==> src/sv/ssr_pkg.sv <==
// ----------------------------------------------------------------------------
// ssr_pkg
// shared types and constants for the subset sum reachability block
// ----------------------------------------------------------------------------
package ssr_pkg;

    // default sizes
    localparam int SUM_WINDOW_DEF = 1024;
    localparam int VALUE_BITS_DEF = 8;
    localparam int TARGET_BITS    = 10;
    localparam int QUEUE_DEPTH    = 2;

    // classification of one item, made by the front end
    typedef struct packed {
        logic neg;
        logic last;
    } ssr_class_t;

    // one result item
    typedef struct packed {
        logic reachable;
        logic window_exceeded;
        logic set_done;
    } ssr_result_t;

endpackage

==> src/sv/ssr_fifo.sv <==
// ----------------------------------------------------------------------------
// ssr_fifo
// small first-word-fall-through queue in flops, power-of-two depth
// ----------------------------------------------------------------------------
module ssr_fifo #(
    parameter int WIDTH = 8,
    parameter int DEPTH = ssr_pkg::QUEUE_DEPTH
) (
    input  logic             clk,
    input  logic             rst_n,
    input  logic             push,
    input  logic [WIDTH-1:0] wdata,
    output logic             full,
    input  logic             pop,
    output logic [WIDTH-1:0] rdata,
    output logic             empty
);

    localparam int AW = $clog2(DEPTH);
    localparam int CW = AW + 1;

    logic [WIDTH-1:0] mem_reg [DEPTH];
    logic [AW-1:0]    wr_ptr_reg, wr_ptr_next;
    logic [AW-1:0]    rd_ptr_reg, rd_ptr_next;
    logic [CW-1:0]    count_reg, count_next;
    logic             do_push;
    logic             do_pop;

    assign full    = (count_reg == CW'(DEPTH));
    assign empty   = (count_reg == '0);
    assign do_push = push && !full;
    assign do_pop  = pop && !empty;
    assign rdata   = mem_reg[rd_ptr_reg];

    // pointers wrap naturally at a power-of-two depth
    always_comb
    begin
        wr_ptr_next = do_push ? wr_ptr_reg + AW'(1) : wr_ptr_reg;
        rd_ptr_next = do_pop  ? rd_ptr_reg + AW'(1) : rd_ptr_reg;
        count_next  = count_reg;
        if (do_push && !do_pop)
        begin
            count_next = count_reg + CW'(1);
        end
        else if (do_pop && !do_push)
        begin
            count_next = count_reg - CW'(1);
        end
    end

    always_ff @(posedge clk or negedge rst_n)
    begin
        if (!rst_n)
        begin
            wr_ptr_reg <= '0;
            rd_ptr_reg <= '0;
            count_reg  <= '0;
        end
        else
        begin
            wr_ptr_reg <= wr_ptr_next;
            rd_ptr_reg <= rd_ptr_next;
            count_reg  <= count_next;
        end
    end

    always_ff @(posedge clk)
    begin
        if (do_push)
        begin
            mem_reg[wr_ptr_reg] <= wdata;
        end
    end

endmodule

==> src/sv/ssr_front.sv <==
// ----------------------------------------------------------------------------
// ssr_front
// accepts items, splits the value into sign and magnitude, queues them
// ----------------------------------------------------------------------------
module ssr_front #(
    parameter int VALUE_BITS = ssr_pkg::VALUE_BITS_DEF
) (
    input  logic                         clk,
    input  logic                         rst_n,
    input  logic                         push,
    output logic                         full,
    input  logic signed [VALUE_BITS-1:0] value,
    input  logic                         last,
    output logic                         cmd_valid,
    input  logic                         cmd_pop,
    output logic [VALUE_BITS-1:0]        cmd_mag,
    output ssr_pkg::ssr_class_t          cmd_class
);

    localparam int CLS_W = $bits(ssr_pkg::ssr_class_t);
    localparam int Q_W   = CLS_W + VALUE_BITS;

    ssr_pkg::ssr_class_t   cls;
    logic [VALUE_BITS-1:0] mag;
    logic [Q_W-1:0]        q_wdata;
    logic [Q_W-1:0]        q_rdata;
    logic                  q_empty;

    // magnitude of the most negative value still fits unsigned
    always_comb
    begin
        cls.neg  = value[VALUE_BITS-1];
        cls.last = last;
        mag      = cls.neg ? VALUE_BITS'(-value) : VALUE_BITS'(value);
        q_wdata  = {cls, mag};
    end

    ssr_fifo #(
        .WIDTH (Q_W),
        .DEPTH (ssr_pkg::QUEUE_DEPTH)
    ) u_cmd_q (
        .clk   (clk),
        .rst_n (rst_n),
        .push  (push),
        .wdata (q_wdata),
        .full  (full),
        .pop   (cmd_pop),
        .rdata (q_rdata),
        .empty (q_empty)
    );

    assign cmd_valid = !q_empty;
    assign cmd_mag   = q_rdata[VALUE_BITS-1:0];
    assign cmd_class = ssr_pkg::ssr_class_t'(q_rdata[Q_W-1:VALUE_BITS]);

endmodule

==> config.mk <==
export PLATFORM = sky130hd
export DESIGN_NAME = ssr_front
export DESIGN_NICKNAME = d
export VERILOG_FILES = /design/src/sv/ssr_pkg.sv /design/src/sv/ssr_fifo.sv /design/src/sv/ssr_front.sv
export SDC_FILE = /design/constraint.sdc
export NUM_CORES = 1
export LEC_CHECK = 0
export ABC_CLOCK_PERIOD_IN_PS = 1500
export BUFFER_PORTS_ARGS = -buffer_cell sky130_fd_sc_hd__buf_2
export CAP_MARGIN = 20
export CORE_MARGIN = 1
export CORE_UTILIZATION = 45
export DETAILED_ROUTE_END_ITERATION = 10
export PLACE_DENSITY = 0.71
export SYNTH_ARGS = -nofsm -noshare
export SYNTH_HDL_FRONTEND = slang
export SYNTH_HIERARCHICAL = 1
export SYNTH_SLANG_ARGS = --single-unit
==> constraint.sdc <==
create_clock -name clk -period 1.5 [get_ports clk]
set_input_delay 0 -clock clk [delete_from_list [all_inputs] [get_ports clk]]
set_output_delay 0 -clock clk [all_outputs]
set_load 0.01 [all_outputs]
==> load_flow_metrics.sql <==
INSERT INTO impl_metrics (metric_group, metric, value, unit) VALUES
('outcome', 'run_status', 'finished, final reports clean', ''),
('synth', 'synth_area_per_cell', '15.0', 'um^2'),
('floorplan', 'floorplan.die_area', '2560', 'um^2'),
('critical_path', 'kind_of_start_point_of_the_critical_path', 'flip-flop', ''),
('cts', 'htree_levels', '1', ''),
('critical_path', 'reg2reg_to', 'u_cmd_q/count_reg[1]$_DFFE_PN0P_', ''),
('floorplan', 'core_region_area', '2210', 'um^2'),
('pwr', 'power-per-cell-area', '1680', 'nW/um^2'),
('placed_design', 'place_ws', '0.0126', 'ns'),
('sta', 'timing.max_slew.rel_slack', '0.794', ''),
('synth', 'yosysWarningCount', '6', ''),
('synth', 'synthDominantCellAreaShare', '0.565', ''),
('routing', 'drt_iter0_drc', '5', ''),
('placed_design', 'detailed_place.area', '1230', 'um^2'),
('placed_design', 'port-buffer-count', '24', ''),
('pwr', 'intPower', '0.00161', 'W'),
('routing', 'totalWireLength', '1710', 'um'),
('cts', 'clock_insertion_delay_worst_skew', '0.31', 'ns'),
('critical_path', 'startpoint', 'u_cmd_q/count_reg[0]$_DFFE_PN0P_', ''),
('floorplan', 'die_w', '50.6', 'um'),
('critical_path', 'critical_path.endpoint', 'u_cmd_q/count_reg[1]$_DFFE_PN0P_', ''),
('synth', 'mappedNetlistNets', '86', ''),
('floorplan', 'boundaryPins', '25', ''),
('critical_path', 'critical_path_end_type', 'flip-flop', ''),
('routing', 'route.antenna.remaining_nets', '0', ''),
('pwr', 'vdd_ir_drop_max', '0.972', 'mV'),
('synth', 'synth_seq_area_share', '0.660', ''),
('critical_path', 'worst-r2r-setup-slack', '0.07', 'ns'),
('sta', 'timing.final.setup_violations', '0', ''),
('routing', 'vias_per_cell', '4.78', ''),
('placed_design', 'gpl.final_weighted_congestion', '0.684', ''),
('grt', 'first_pass_grt_wire_length', '2840', 'um'),
('cts', 'cts_made_buffers', '3', ''),
('run', 'drv.max_cap_violation_count', '0', ''),
('pwr', 'switching_power', '0.000699', 'W'),
('final_layout', 'number_of_nets_in_the_final_layout', '126', ''),
('grt', 'grt_pass1_vias', '649', ''),
('sta', 'min_period_over_period', '0.952', ''),
('final_layout', 'num_antenna_cells', '0', ''),
('synth', 'ys.flop_type', 'sky130_fd_sc_hd__edfxtp_1', ''),
('critical_path', 'worst_r2r_startpoint', 'u_cmd_q/count_reg[0]$_DFFE_PN0P_', ''),
('pwr', 'total_leakage_power', '0.570', 'nW'),
('cts', 'cts_sinks', '24', ''),
('sta', 'final.min_clock_period', '1.43', 'ns'),
('grt', 'antenna_violations_before_repair', '0', ''),
('critical_path', 'critPathKind', 'reg2reg', ''),
('synth', 'yosys.cell_types.count', '19', ''),
('floorplan', 'die_height', '50.6', 'um'),
('synth', 'synthArstFlopShare', '0.167', ''),
('final_layout', 'mostFrequentLayoutCells', 'sky130_fd_sc_hd__buf_2, sky130_fd_sc_hd__edfxtp_1, sky130_fd_sc_hd__mux2_1, sky130_fd_sc_hd__xnor2_1, sky130_fd_sc_hd__dlygate4sd3_1', ''),
('synth', 'synthDominantAreaCellType', 'sky130_fd_sc_hd__edfxtp_1', ''),
('routing', 'firstDrtPassIters', '3', ''),
('synth', 'ys_ff_latch', '24', ''),
('final_layout', 'drive_gt1_frac', '0.345', ''),
('pwr', 'seqPwrFrac', '0.463', ''),
('synth', 'postSynthCellCount', '71', ''),
('final_layout', 'final_area', '1380', 'um^2'),
('final_layout', 'layout_commonest_cell', 'sky130_fd_sc_hd__buf_2', ''),
('pwr', 'sw_frac_of_total', '0.302', ''),
('critical_path', 'critical_path.max_fanout', '3', ''),
('sta', 'slew_viol_final', '0', ''),
('routing', 'detail_route.drc_violations', '0', ''),
('sta', 'worst-slew-pin-transition', '0.306', 'ns'),
('synth', 'syn_area', '1060', 'um^2'),
('routing', 'num_vias', '659', ''),
('critical_path', 'ff2ff_path_depth', '7', ''),
('cts', 'ctsLongestPathBuffers', '2', ''),
('synth', 'biggest_area_contributors_in_the_synthesized_netlist', 'sky130_fd_sc_hd__edfxtp_1, sky130_fd_sc_hd__mux2_1, sky130_fd_sc_hd__dfrtp_1', ''),
('sta', 'max_clock_freq', '700', 'MHz'),
('pwr', 'clockPowerShare', '0.197', ''),
('cts', 'cts-root-buf', 'sky130_fd_sc_hd__clkbuf_4', '');
==> layout make-up <==
cell class                 count  area (um^2)
tap                           28         35.0
sequential                    24          702
fill                         183          833
multi-input combinational     40          339
clock inverter                 1         30.0
timing repair buffer          36          228
clock buffer                   3         22.5
inverter                       6         22.5
==> power by group through the flow <==
stage	Sequential, W	Combinational (W)	Clock (W)
final	0.00107	0.000787	0.000457
after detailed placement	0.00108	0.000749	0
after floorplan	0.00101	0.000512	0
after global routing	0.00110	0.000865	0.000485
after global placement	0.00107	0.000720	0
after CTS	0.00107	0.000765	0.000473
==> metrics by stage <==
step	instances	hold slack (ns)	utilization	setup TNS (ns)
finish	138	0.00511	0.623	0
global route	138	0.0162	0.623	-0.0121
CTS	136	0.00422	0.613	0
detailed placement	125	-0.188	0.557	0
global placement	125	-0.190	0.557	0
floorplan	71	-0.296	-	0
==> repair_timing <==
item                                    4_1_cts  5_1_grt
gates resized for setup                       1        1
pin swaps                                     0        2
hold buffers                                  7        0
setup buffers                                 0        2
endpoints found under the setup margin       10        1
hold endpoints to repair                     12        0
==> how the worst min path moves through the flow <==
stage | cells past startpoint | from | slack, ns | end
3_3_place_gp | 1 | rst_n | -0.19 | u_cmd_q/rd_ptr_reg$_DFFE_PN0P_
4_1_cts | 2 | value[5] | 0.004 | u_cmd_q/mem_reg[0][5]$_DFFE_PP_
2_1_floorplan | 0 | rst_n | -0.30 | u_cmd_q/count_reg[0]$_DFFE_PN0P_
5_1_grt | 1 | value[7] | 0.02 | u_cmd_q/mem_reg[1][9]$_DFFE_PP_
6_report | 1 | value[7] | 0.005 | u_cmd_q/mem_reg[0][9]$_DFFE_PP_
3_5_place_dp | 1 | rst_n | -0.19 | u_cmd_q/rd_ptr_reg$_DFFE_PN0P_
==> cells in the mapped netlist (2+ instances only) <==
| library cell | number |
|---|---|
| sky130_fd_sc_hd__o21ai_0 | 2 |
| sky130_fd_sc_hd__xor2_1 | 2 |
| sky130_fd_sc_hd__nor2_1 | 3 |
| sky130_fd_sc_hd__o21ai_1 | 2 |
| sky130_fd_sc_hd__inv_1 | 6 |
| sky130_fd_sc_hd__nand2b_1 | 3 |
| sky130_fd_sc_hd__edfxtp_1 | 20 |
| sky130_fd_sc_hd__mux2_1 | 10 |
| sky130_fd_sc_hd__nand2_1 | 2 |
| sky130_fd_sc_hd__xnor2_1 | 8 |
| sky130_fd_sc_hd__ha_1 | 2 |
| sky130_fd_sc_hd__dfrtp_1 | 4 |
==> cells by family (layout without fill, tap and decap cells) <==
logic type	Yosys count	in the layout	synth area share
buffers and inverters	7	46	0.0283
DFF	24	24	0.660
adders and majority gates	2	2	0.0236
muxes	10	10	0.106
AOI/OAI and AO/OA	5	5	0.0306
and+or+nand+nor	13	13	0.0695
xor gates and xnor gates	10	10	0.0825
==> worst max-delay path: stages, from the launching register on <==
cell,delay (ns)
sky130_fd_sc_hd__dfrtp_1,0.41
sky130_fd_sc_hd__nand2b_4,0.15
sky130_fd_sc_hd__nand2_2,0.08
sky130_fd_sc_hd__inv_1,0.05
sky130_fd_sc_hd__ha_1,0.20
sky130_fd_sc_hd__xor2_1,0.14
sky130_fd_sc_hd__nor2_1,0.14
sky130_fd_sc_hd__xor2_1,0.17
==> routing by layer <==
layer	GRT usage	part of all wire	wire [um]	vias to the layer above
met5	0	0	0	-
met4	0.111	0.018	30	0
met3	0.0273	0.033	56	4
met2	0.258	0.52	894	14
met1	0.196	0.43	727	311
li1	-	-	-	330
Power figures use the tool's default switching activity.
