### config.mk
export PLATFORM = sky130hd
export DESIGN_NAME = ssr_fifo
export DESIGN_NICKNAME = d
export VERILOG_FILES = /design/src/sv/ssr_pkg.sv /design/src/sv/ssr_fifo.sv
export SDC_FILE = /design/constraint.sdc
export NUM_CORES = 1
export LEC_CHECK = 0
export BUFFER_PORTS_ARGS = -buffer_cell sky130_fd_sc_hd__buf_2
export CAP_MARGIN = 20
export CORE_AREA = 2 2 49 51
export DETAILED_ROUTE_END_ITERATION = 7
export DIE_AREA = 0 0 51 53
export PLACE_DENSITY = 0.6
export SLEW_MARGIN = 10
export SYNTH_ARGS = -nofsm -noshare
export SYNTH_HDL_FRONTEND = slang
export SYNTH_SLANG_ARGS = --single-unit
### constraint.sdc
create_clock -name clk -period 2.6 [get_ports clk]
set_clock_uncertainty 0.05 [all_clocks]
set_input_delay 0.13 -clock clk [delete_from_list [all_inputs] [get_ports clk]]
set_output_delay 0.13 -clock clk [all_outputs]
set_load 0.05 [all_outputs]
### src/sv/ssr_pkg.sv
// ----------------------------------------------------------------------------
// ssr_pkg
// shared types and constants for the subset sum reachability block
// ----------------------------------------------------------------------------
package ssr_pkg;

    // default sizes
    localparam int SUM_WINDOW_DEF = 1024;
    localparam int VALUE_BITS_DEF = 8;
    localparam int TARGET_BITS    = 10;
    localparam int QUEUE_DEPTH    = 2;

    // classification of one item, made by the front end
    typedef struct packed {
        logic neg;
        logic last;
    } ssr_class_t;

    // one result item
    typedef struct packed {
        logic reachable;
        logic window_exceeded;
        logic set_done;
    } ssr_result_t;

endpackage

### src/sv/ssr_fifo.sv
// ----------------------------------------------------------------------------
// ssr_fifo
// small first-word-fall-through queue in flops, power-of-two depth
// ----------------------------------------------------------------------------
module ssr_fifo #(
    parameter int WIDTH = 8,
    parameter int DEPTH = ssr_pkg::QUEUE_DEPTH
) (
    input  logic             clk,
    input  logic             rst_n,
    input  logic             push,
    input  logic [WIDTH-1:0] wdata,
    output logic             full,
    input  logic             pop,
    output logic [WIDTH-1:0] rdata,
    output logic             empty
);

    localparam int AW = $clog2(DEPTH);
    localparam int CW = AW + 1;

    logic [WIDTH-1:0] mem_reg [DEPTH];
    logic [AW-1:0]    wr_ptr_reg, wr_ptr_next;
    logic [AW-1:0]    rd_ptr_reg, rd_ptr_next;
    logic [CW-1:0]    count_reg, count_next;
    logic             do_push;
    logic             do_pop;

    assign full    = (count_reg == CW'(DEPTH));
    assign empty   = (count_reg == '0);
    assign do_push = push && !full;
    assign do_pop  = pop && !empty;
    assign rdata   = mem_reg[rd_ptr_reg];

    // pointers wrap naturally at a power-of-two depth
    always_comb
    begin
        wr_ptr_next = do_push ? wr_ptr_reg + AW'(1) : wr_ptr_reg;
        rd_ptr_next = do_pop  ? rd_ptr_reg + AW'(1) : rd_ptr_reg;
        count_next  = count_reg;
        if (do_push && !do_pop)
        begin
            count_next = count_reg + CW'(1);
        end
        else if (do_pop && !do_push)
        begin
            count_next = count_reg - CW'(1);
        end
    end

    always_ff @(posedge clk or negedge rst_n)
    begin
        if (!rst_n)
        begin
            wr_ptr_reg <= '0;
            rd_ptr_reg <= '0;
            count_reg  <= '0;
        end
        else
        begin
            wr_ptr_reg <= wr_ptr_next;
            rd_ptr_reg <= rd_ptr_next;
            count_reg  <= count_next;
        end
    end

    always_ff @(posedge clk)
    begin
        if (do_push)
        begin
            mem_reg[wr_ptr_reg] <= wdata;
        end
    end

endmodule

==> flow_summary.html <==
<table>
<tr><th>Metric</th><th>Value</th></tr>
<tr><th colspan="2">Critical path</th></tr>
<tr><td>Reg2reg path depth</td><td>3</td></tr>
<tr><td>Buffers and inverters on the worst path</td><td>1</td></tr>
<tr><td>Number of cells on the critical path</td><td>2</td></tr>
<tr><td>WP data arrival</td><td>1.48 ns</td></tr>
<tr><td>Critical path class</td><td>reg2out</td></tr>
<tr><td>Worst-path maximum fanout</td><td>9</td></tr>
<tr><td>Required time worst endpoint</td><td>2.42 ns</td></tr>
<tr><td>Gate family responsible for the most delay along the worst path</td><td>flip-flops</td></tr>
<tr><td>Cell chain of the critical path</td><td>mux2_2, buf_2</td></tr>
<tr><td>Cell with the largest stage delay on the worst path</td><td>sky130_fd_sc_hd__dfrtp_1</td></tr>
<tr><td>Setup crit end kind</td><td>output port</td></tr>
<tr><td>Delay of the slowest critical-path stage</td><td>about 0.60 ns</td></tr>
<tr><td>Worst setup SP type</td><td>register</td></tr>
<tr><th colspan="2">Floorplan</th></tr>
<tr><td>Die Area</td><td>2700 um^2</td></tr>
<tr><td>Initial standard-cell utilization of the core</td><td>36.4%</td></tr>
<tr><td>Placeable Area</td><td>2150 um^2</td></tr>
<tr><td>I/O pin cnt</td><td>22</td></tr>
<tr><td>Floorplan die height</td><td>around 53 um</td></tr>
<tr><td>Number of rows in the core area</td><td>17</td></tr>
<tr><td>Overall die width</td><td>51 um</td></tr>
<tr><th colspan="2">CTS</th></tr>
<tr><td>TritonCTS clock tree</td><td>yes</td></tr>
<tr><td>Clock tree root buffer cell</td><td>sky130_fd_sc_hd__clkbuf_4</td></tr>
<tr><td>Clock transition time at the flip-flop clock pins of the worst setup and hold paths</td><td>0.11 ns</td></tr>
<tr><td>Cts bufs inserted</td><td>3</td></tr>
<tr><td>Number of clock sinks</td><td>20</td></tr>
<tr><td>Longest Clk Path Bufs</td><td>2</td></tr>
<tr><td>H-tree depth</td><td>1</td></tr>
<tr><td>Clock latency on the worst-skew pair</td><td>0.29 ns</td></tr>
<tr><th colspan="2">Placed design</th></tr>
<tr><td>Half-perimeter wire length after placement</td><td>881 um</td></tr>
<tr><td>Routability Congestion</td><td>0.622</td></tr>
<tr><td>Area post-placement</td><td>~920 um^2</td></tr>
<tr><td>Number of input and output port buffers inserted</td><td>21</td></tr>
<tr><td>Post-placement setup slack</td><td>between 0.9 and 1 ns</td></tr>
<tr><th colspan="2">Timing</th></tr>
<tr><td>Final Hold Vio Count</td><td>0</td></tr>
<tr><td>Headroom to the max-slew limit</td><td>about 55%</td></tr>
<tr><td>Slew of the pin with the lowest slew margin</td><td>0.674 ns</td></tr>
<tr><td>Crit share post-route</td><td>64.0%</td></tr>
<tr><td>Final worst-path setup slack</td><td>0.937 ns</td></tr>
<tr><td>Unrepaired setup endpoints after global routing</td><td>no</td></tr>
<tr><td>Setup violators final</td><td>0</td></tr>
<tr><td>Maximum achievable frequency</td><td>roughly 600 MHz</td></tr>
<tr><td>Max-slew violations</td><td>0</td></tr>
<tr><td>Post-Route Setup TNS</td><td>0 ns</td></tr>
<tr><td>Final critical path time including I/O delays and setup</td><td>around 1.7 ns</td></tr>
<tr><th colspan="2">Global route</th></tr>
<tr><td>Global router's overall resource usage</td><td>10.2%</td></tr>
<tr><td>Largest net degree at the start of global routing</td><td>12</td></tr>
<tr><td>Number of antenna violations at the first check in global routing</td><td>0</td></tr>
<tr><td>Vias in the first global route</td><td>438</td></tr>
<tr><td>Overall overflow remaining after global route</td><td>0</td></tr>
<tr><td>First-pass GRT wire length</td><td>1.94 mm</td></tr>
<tr><th colspan="2">Synth</th></tr>
<tr><td>Gate Count Post-Synth</td><td>44</td></tr>
<tr><td>Number of different library cells in the post-synthesis netlist</td><td>15</td></tr>
<tr><td>Number of enable flip-flop cells after synthesis</td><td>16</td></tr>
<tr><td>Combined area of all synthesized cells</td><td>782 um^2</td></tr>
<tr><td>Biggest area contributors in the synthesized netlist</td><td>sky130_fd_sc_hd__edfxtp_1 (61%), sky130_fd_sc_hd__dfrtp_1 (13%), sky130_fd_sc_hd__mux2_1 (8.6%), sky130_fd_sc_hd__mux2_2 (2.9%), sky130_fd_sc_hd__xnor2_1 (2.2%)</td></tr>
<tr><td>Yosys top cell area share</td><td>61.4%</td></tr>
<tr><td>Library cell with the largest summed area after synthesis</td><td>sky130_fd_sc_hd__edfxtp_1</td></tr>
<tr><td>Synthesized net count</td><td>57</td></tr>
<tr><td>Avg Inst Size Synth</td><td>17.8 um^2</td></tr>
<tr><td>Leading post-synthesis cells by instance count</td><td>sky130_fd_sc_hd__edfxtp_1 (16), sky130_fd_sc_hd__mux2_1 (6), sky130_fd_sc_hd__dfrtp_1 (4)</td></tr>
<tr><td>Warnings, synthesis</td><td>0</td></tr>
<tr><td>Proportion of synthesized chip area in sequential cells</td><td>approximately 74%</td></tr>
<tr><td>Dominant cell by count in the synthesized netlist</td><td>sky130_fd_sc_hd__edfxtp_1</td></tr>
<tr><td>Asr flop ratio synth</td><td>between 20% and 30%</td></tr>
<tr><td>Number of storage elements in the synthesis netlist</td><td>20</td></tr>
<tr><td>Most used flip-flop cell after synthesis</td><td>sky130_fd_sc_hd__edfxtp_1</td></tr>
<tr><th colspan="2">Pwr</th></tr>
<tr><td>Sequential fraction of design power</td><td>approximately 42%</td></tr>
<tr><td>Switching share of power</td><td>43.1%</td></tr>
<tr><td>Cell Pwr Density</td><td>1190 nW/um^2</td></tr>
<tr><td>Share of total power in combinational logic</td><td>44.5%</td></tr>
<tr><td>Maximum vdd drop</td><td>roughly 0.61 mV</td></tr>
<tr><td>Leak</td><td>0.000433 uW</td></tr>
<tr><td>Clock group share of total power</td><td>14.0%</td></tr>
<tr><td>P_sw</td><td>535 uW</td></tr>
<tr><td>Internal Dissipation</td><td>707 uW</td></tr>
<tr><th colspan="2">Drt</th></tr>
<tr><td>Number of nets still failing antenna checks after routing</td><td>0</td></tr>
<tr><td>Drt pass-1 iters</td><td>2</td></tr>
<tr><td>Total via count in the routed design</td><td>450</td></tr>
<tr><td>Number of design-rule violations left by the first detailed-router iteration</td><td>3</td></tr>
<tr><td>Post-detailed-route wirelength per cell</td><td>around 12 um</td></tr>
<tr><td>DRT Wirelength</td><td>~1.2 mm</td></tr>
<tr><td>Post-detailed-route via-to-cell ratio</td><td>4.29</td></tr>
<tr><td>DRC violations left</td><td>0</td></tr>
<tr><th colspan="2">Final layout</th></tr>
<tr><td>Count of nets after finishing</td><td>roughly 90</td></tr>
<tr><td>Design area</td><td>1040 um^2</td></tr>
<tr><td>Number of flip-flops under the largest register name</td><td>16</td></tr>
<tr><td>Antenna cells</td><td>0</td></tr>
<tr><td>FILL cells</td><td>between 200 and 250</td></tr>
<tr><td>Area growth from synthesis to layout</td><td>33.4%</td></tr>
<tr><td>Proportion of layout cells with a drive suffix above 1</td><td>a little under two fifths</td></tr>
<tr><th colspan="2">Min path</th></tr>
<tr><td>Hold Path Depth</td><td>3</td></tr>
<tr><td>Hold/Removal Path Class</td><td>in2reg</td></tr>
<tr><th colspan="2">Outcome</th></tr>
<tr><td>Outcome</td><td>finished clean</td></tr>
<tr><th colspan="2">Run</th></tr>
<tr><td>Maximum Capacitance Violations</td><td>0</td></tr>
</table>
cells in the final DEF (no fill, tap or decap), types with 2 or more instances in the layout:
master	synthesis	final
sky130_fd_sc_hd__xor2_1	2	2
sky130_fd_sc_hd__buf_2	1	21
sky130_fd_sc_hd__nor2_1	3	3
sky130_fd_sc_hd__dfrtp_1	4	4
sky130_fd_sc_hd__inv_1	2	2
sky130_fd_sc_hd__mux2_2	2	2
sky130_fd_sc_hd__dlygate4sd3_1	0	9
sky130_fd_sc_hd__xnor2_1	2	2
sky130_fd_sc_hd__mux2_1	6	6
sky130_fd_sc_hd__edfxtp_1	16	16
sky130_fd_sc_hd__clkbuf_4	0	3
kinds of logic (layout without fill, tap and decap cells):
family,Yosys count,after routing,synth area share (%)
AO/OA/AOI/OAI,1,1,0.639
XOR/XNOR,5,5,6.56
adder cells (fa/ha/maj),1,1,1.60
buffers and inverters,3,36,1.60
flip-flops,20,20,74.2
multiplexers,8,8,11.5
AND/OR/NAND/NOR,6,6,3.84
stage by stage:
| step | power (uW) | hold WS [ns] | instances | util, % |
|---|---|---|---|---|
| 2_1_floorplan | 961 | -0.216 | 44 | - |
| 3_3_place_gp | 1070 | -0.107 | 92 | 42.7 |
| 3_5_place_dp | 1070 | -0.103 | 92 | 42.7 |
| 4_1_cts | 1260 | 0.0561 | 105 | 48.6 |
| 5_1_grt | 1320 | 0.0726 | 105 | 48.6 |
| 6_report | 1240 | 0.0701 | 105 | 48.6 |
worst register-to-register path, stage by stage (launching register included):
cell and delay [ns]:
sky130_fd_sc_hd__dfrtp_1 0.43, sky130_fd_sc_hd__nand2b_1 0.18, sky130_fd_sc_hd__nand2_2 0.10, sky130_fd_sc_hd__nor2_1 0.53
repair_timing:
action                                  CTS  global route
gates resized for setup                   0             0
setup buffers                             0             0
hold endpoints to repair                 20             0
endpoints found under the setup margin    0             0
hold buffers                              9             0
path summary, 6_finish.rpt:
path                                                  to                      from  slack [ns]
worst max-delay path                            rdata[7]    rd_ptr_reg$_DFFE_PN0P_        0.94
worst min-delay path              wr_ptr_reg$_DFFE_PN0P_                      push        0.07
worst max register to register   mem_reg[0][5]$_DFFE_PP_  count_reg[0]$_DFFE_PN0P_        0.96
worst min register to register  count_reg[1]$_DFFE_PN0P_  count_reg[1]$_DFFE_PN0P_        0.47
max in group asynchronous         rd_ptr_reg$_DFFE_PN0P_                     rst_n        2.26
min in group asynchronous       count_reg[1]$_DFFE_PN0P_                     rst_n        0.12
metal layers:
| metal | vias up | global-route usage, % | share of wire (%) |
|---|---|---|---|
| met2 | 14 | 17.1 | 48 |
| met3 | 2 | 1.98 | 4.5 |
| met1 | 210 | 12.4 | 46 |
| met5 | - | 0 | 0 |
| li1 | 224 | - | - |
| met4 | 0 | 5.41 | 0.97 |
cell type report:
type,instances,area (um^2),share of cell area [%]
clock buffer,4,36.3,3.48
tap,28,35.0,3.36
inverter,2,7.51,0.719
multi-input combinational,21,189,18.1
timing repair buffer,30,195,18.7
sequential,20,581,55.6
power by group through the flow:
stage / Combinational (uW) / Sequential, uW / Clock, uW
2_1_floorplan: 473 / 488 / 0
3_3_place_gp: 545 / 523 / 0
3_5_place_dp: 548 / 526 / 0
4_1_cts: 561 / 520 / 182
5_1_grt: 591 / 529 / 195
6_report: 553 / 516 / 173
Note: power is estimated with default switching activity, not from simulation.
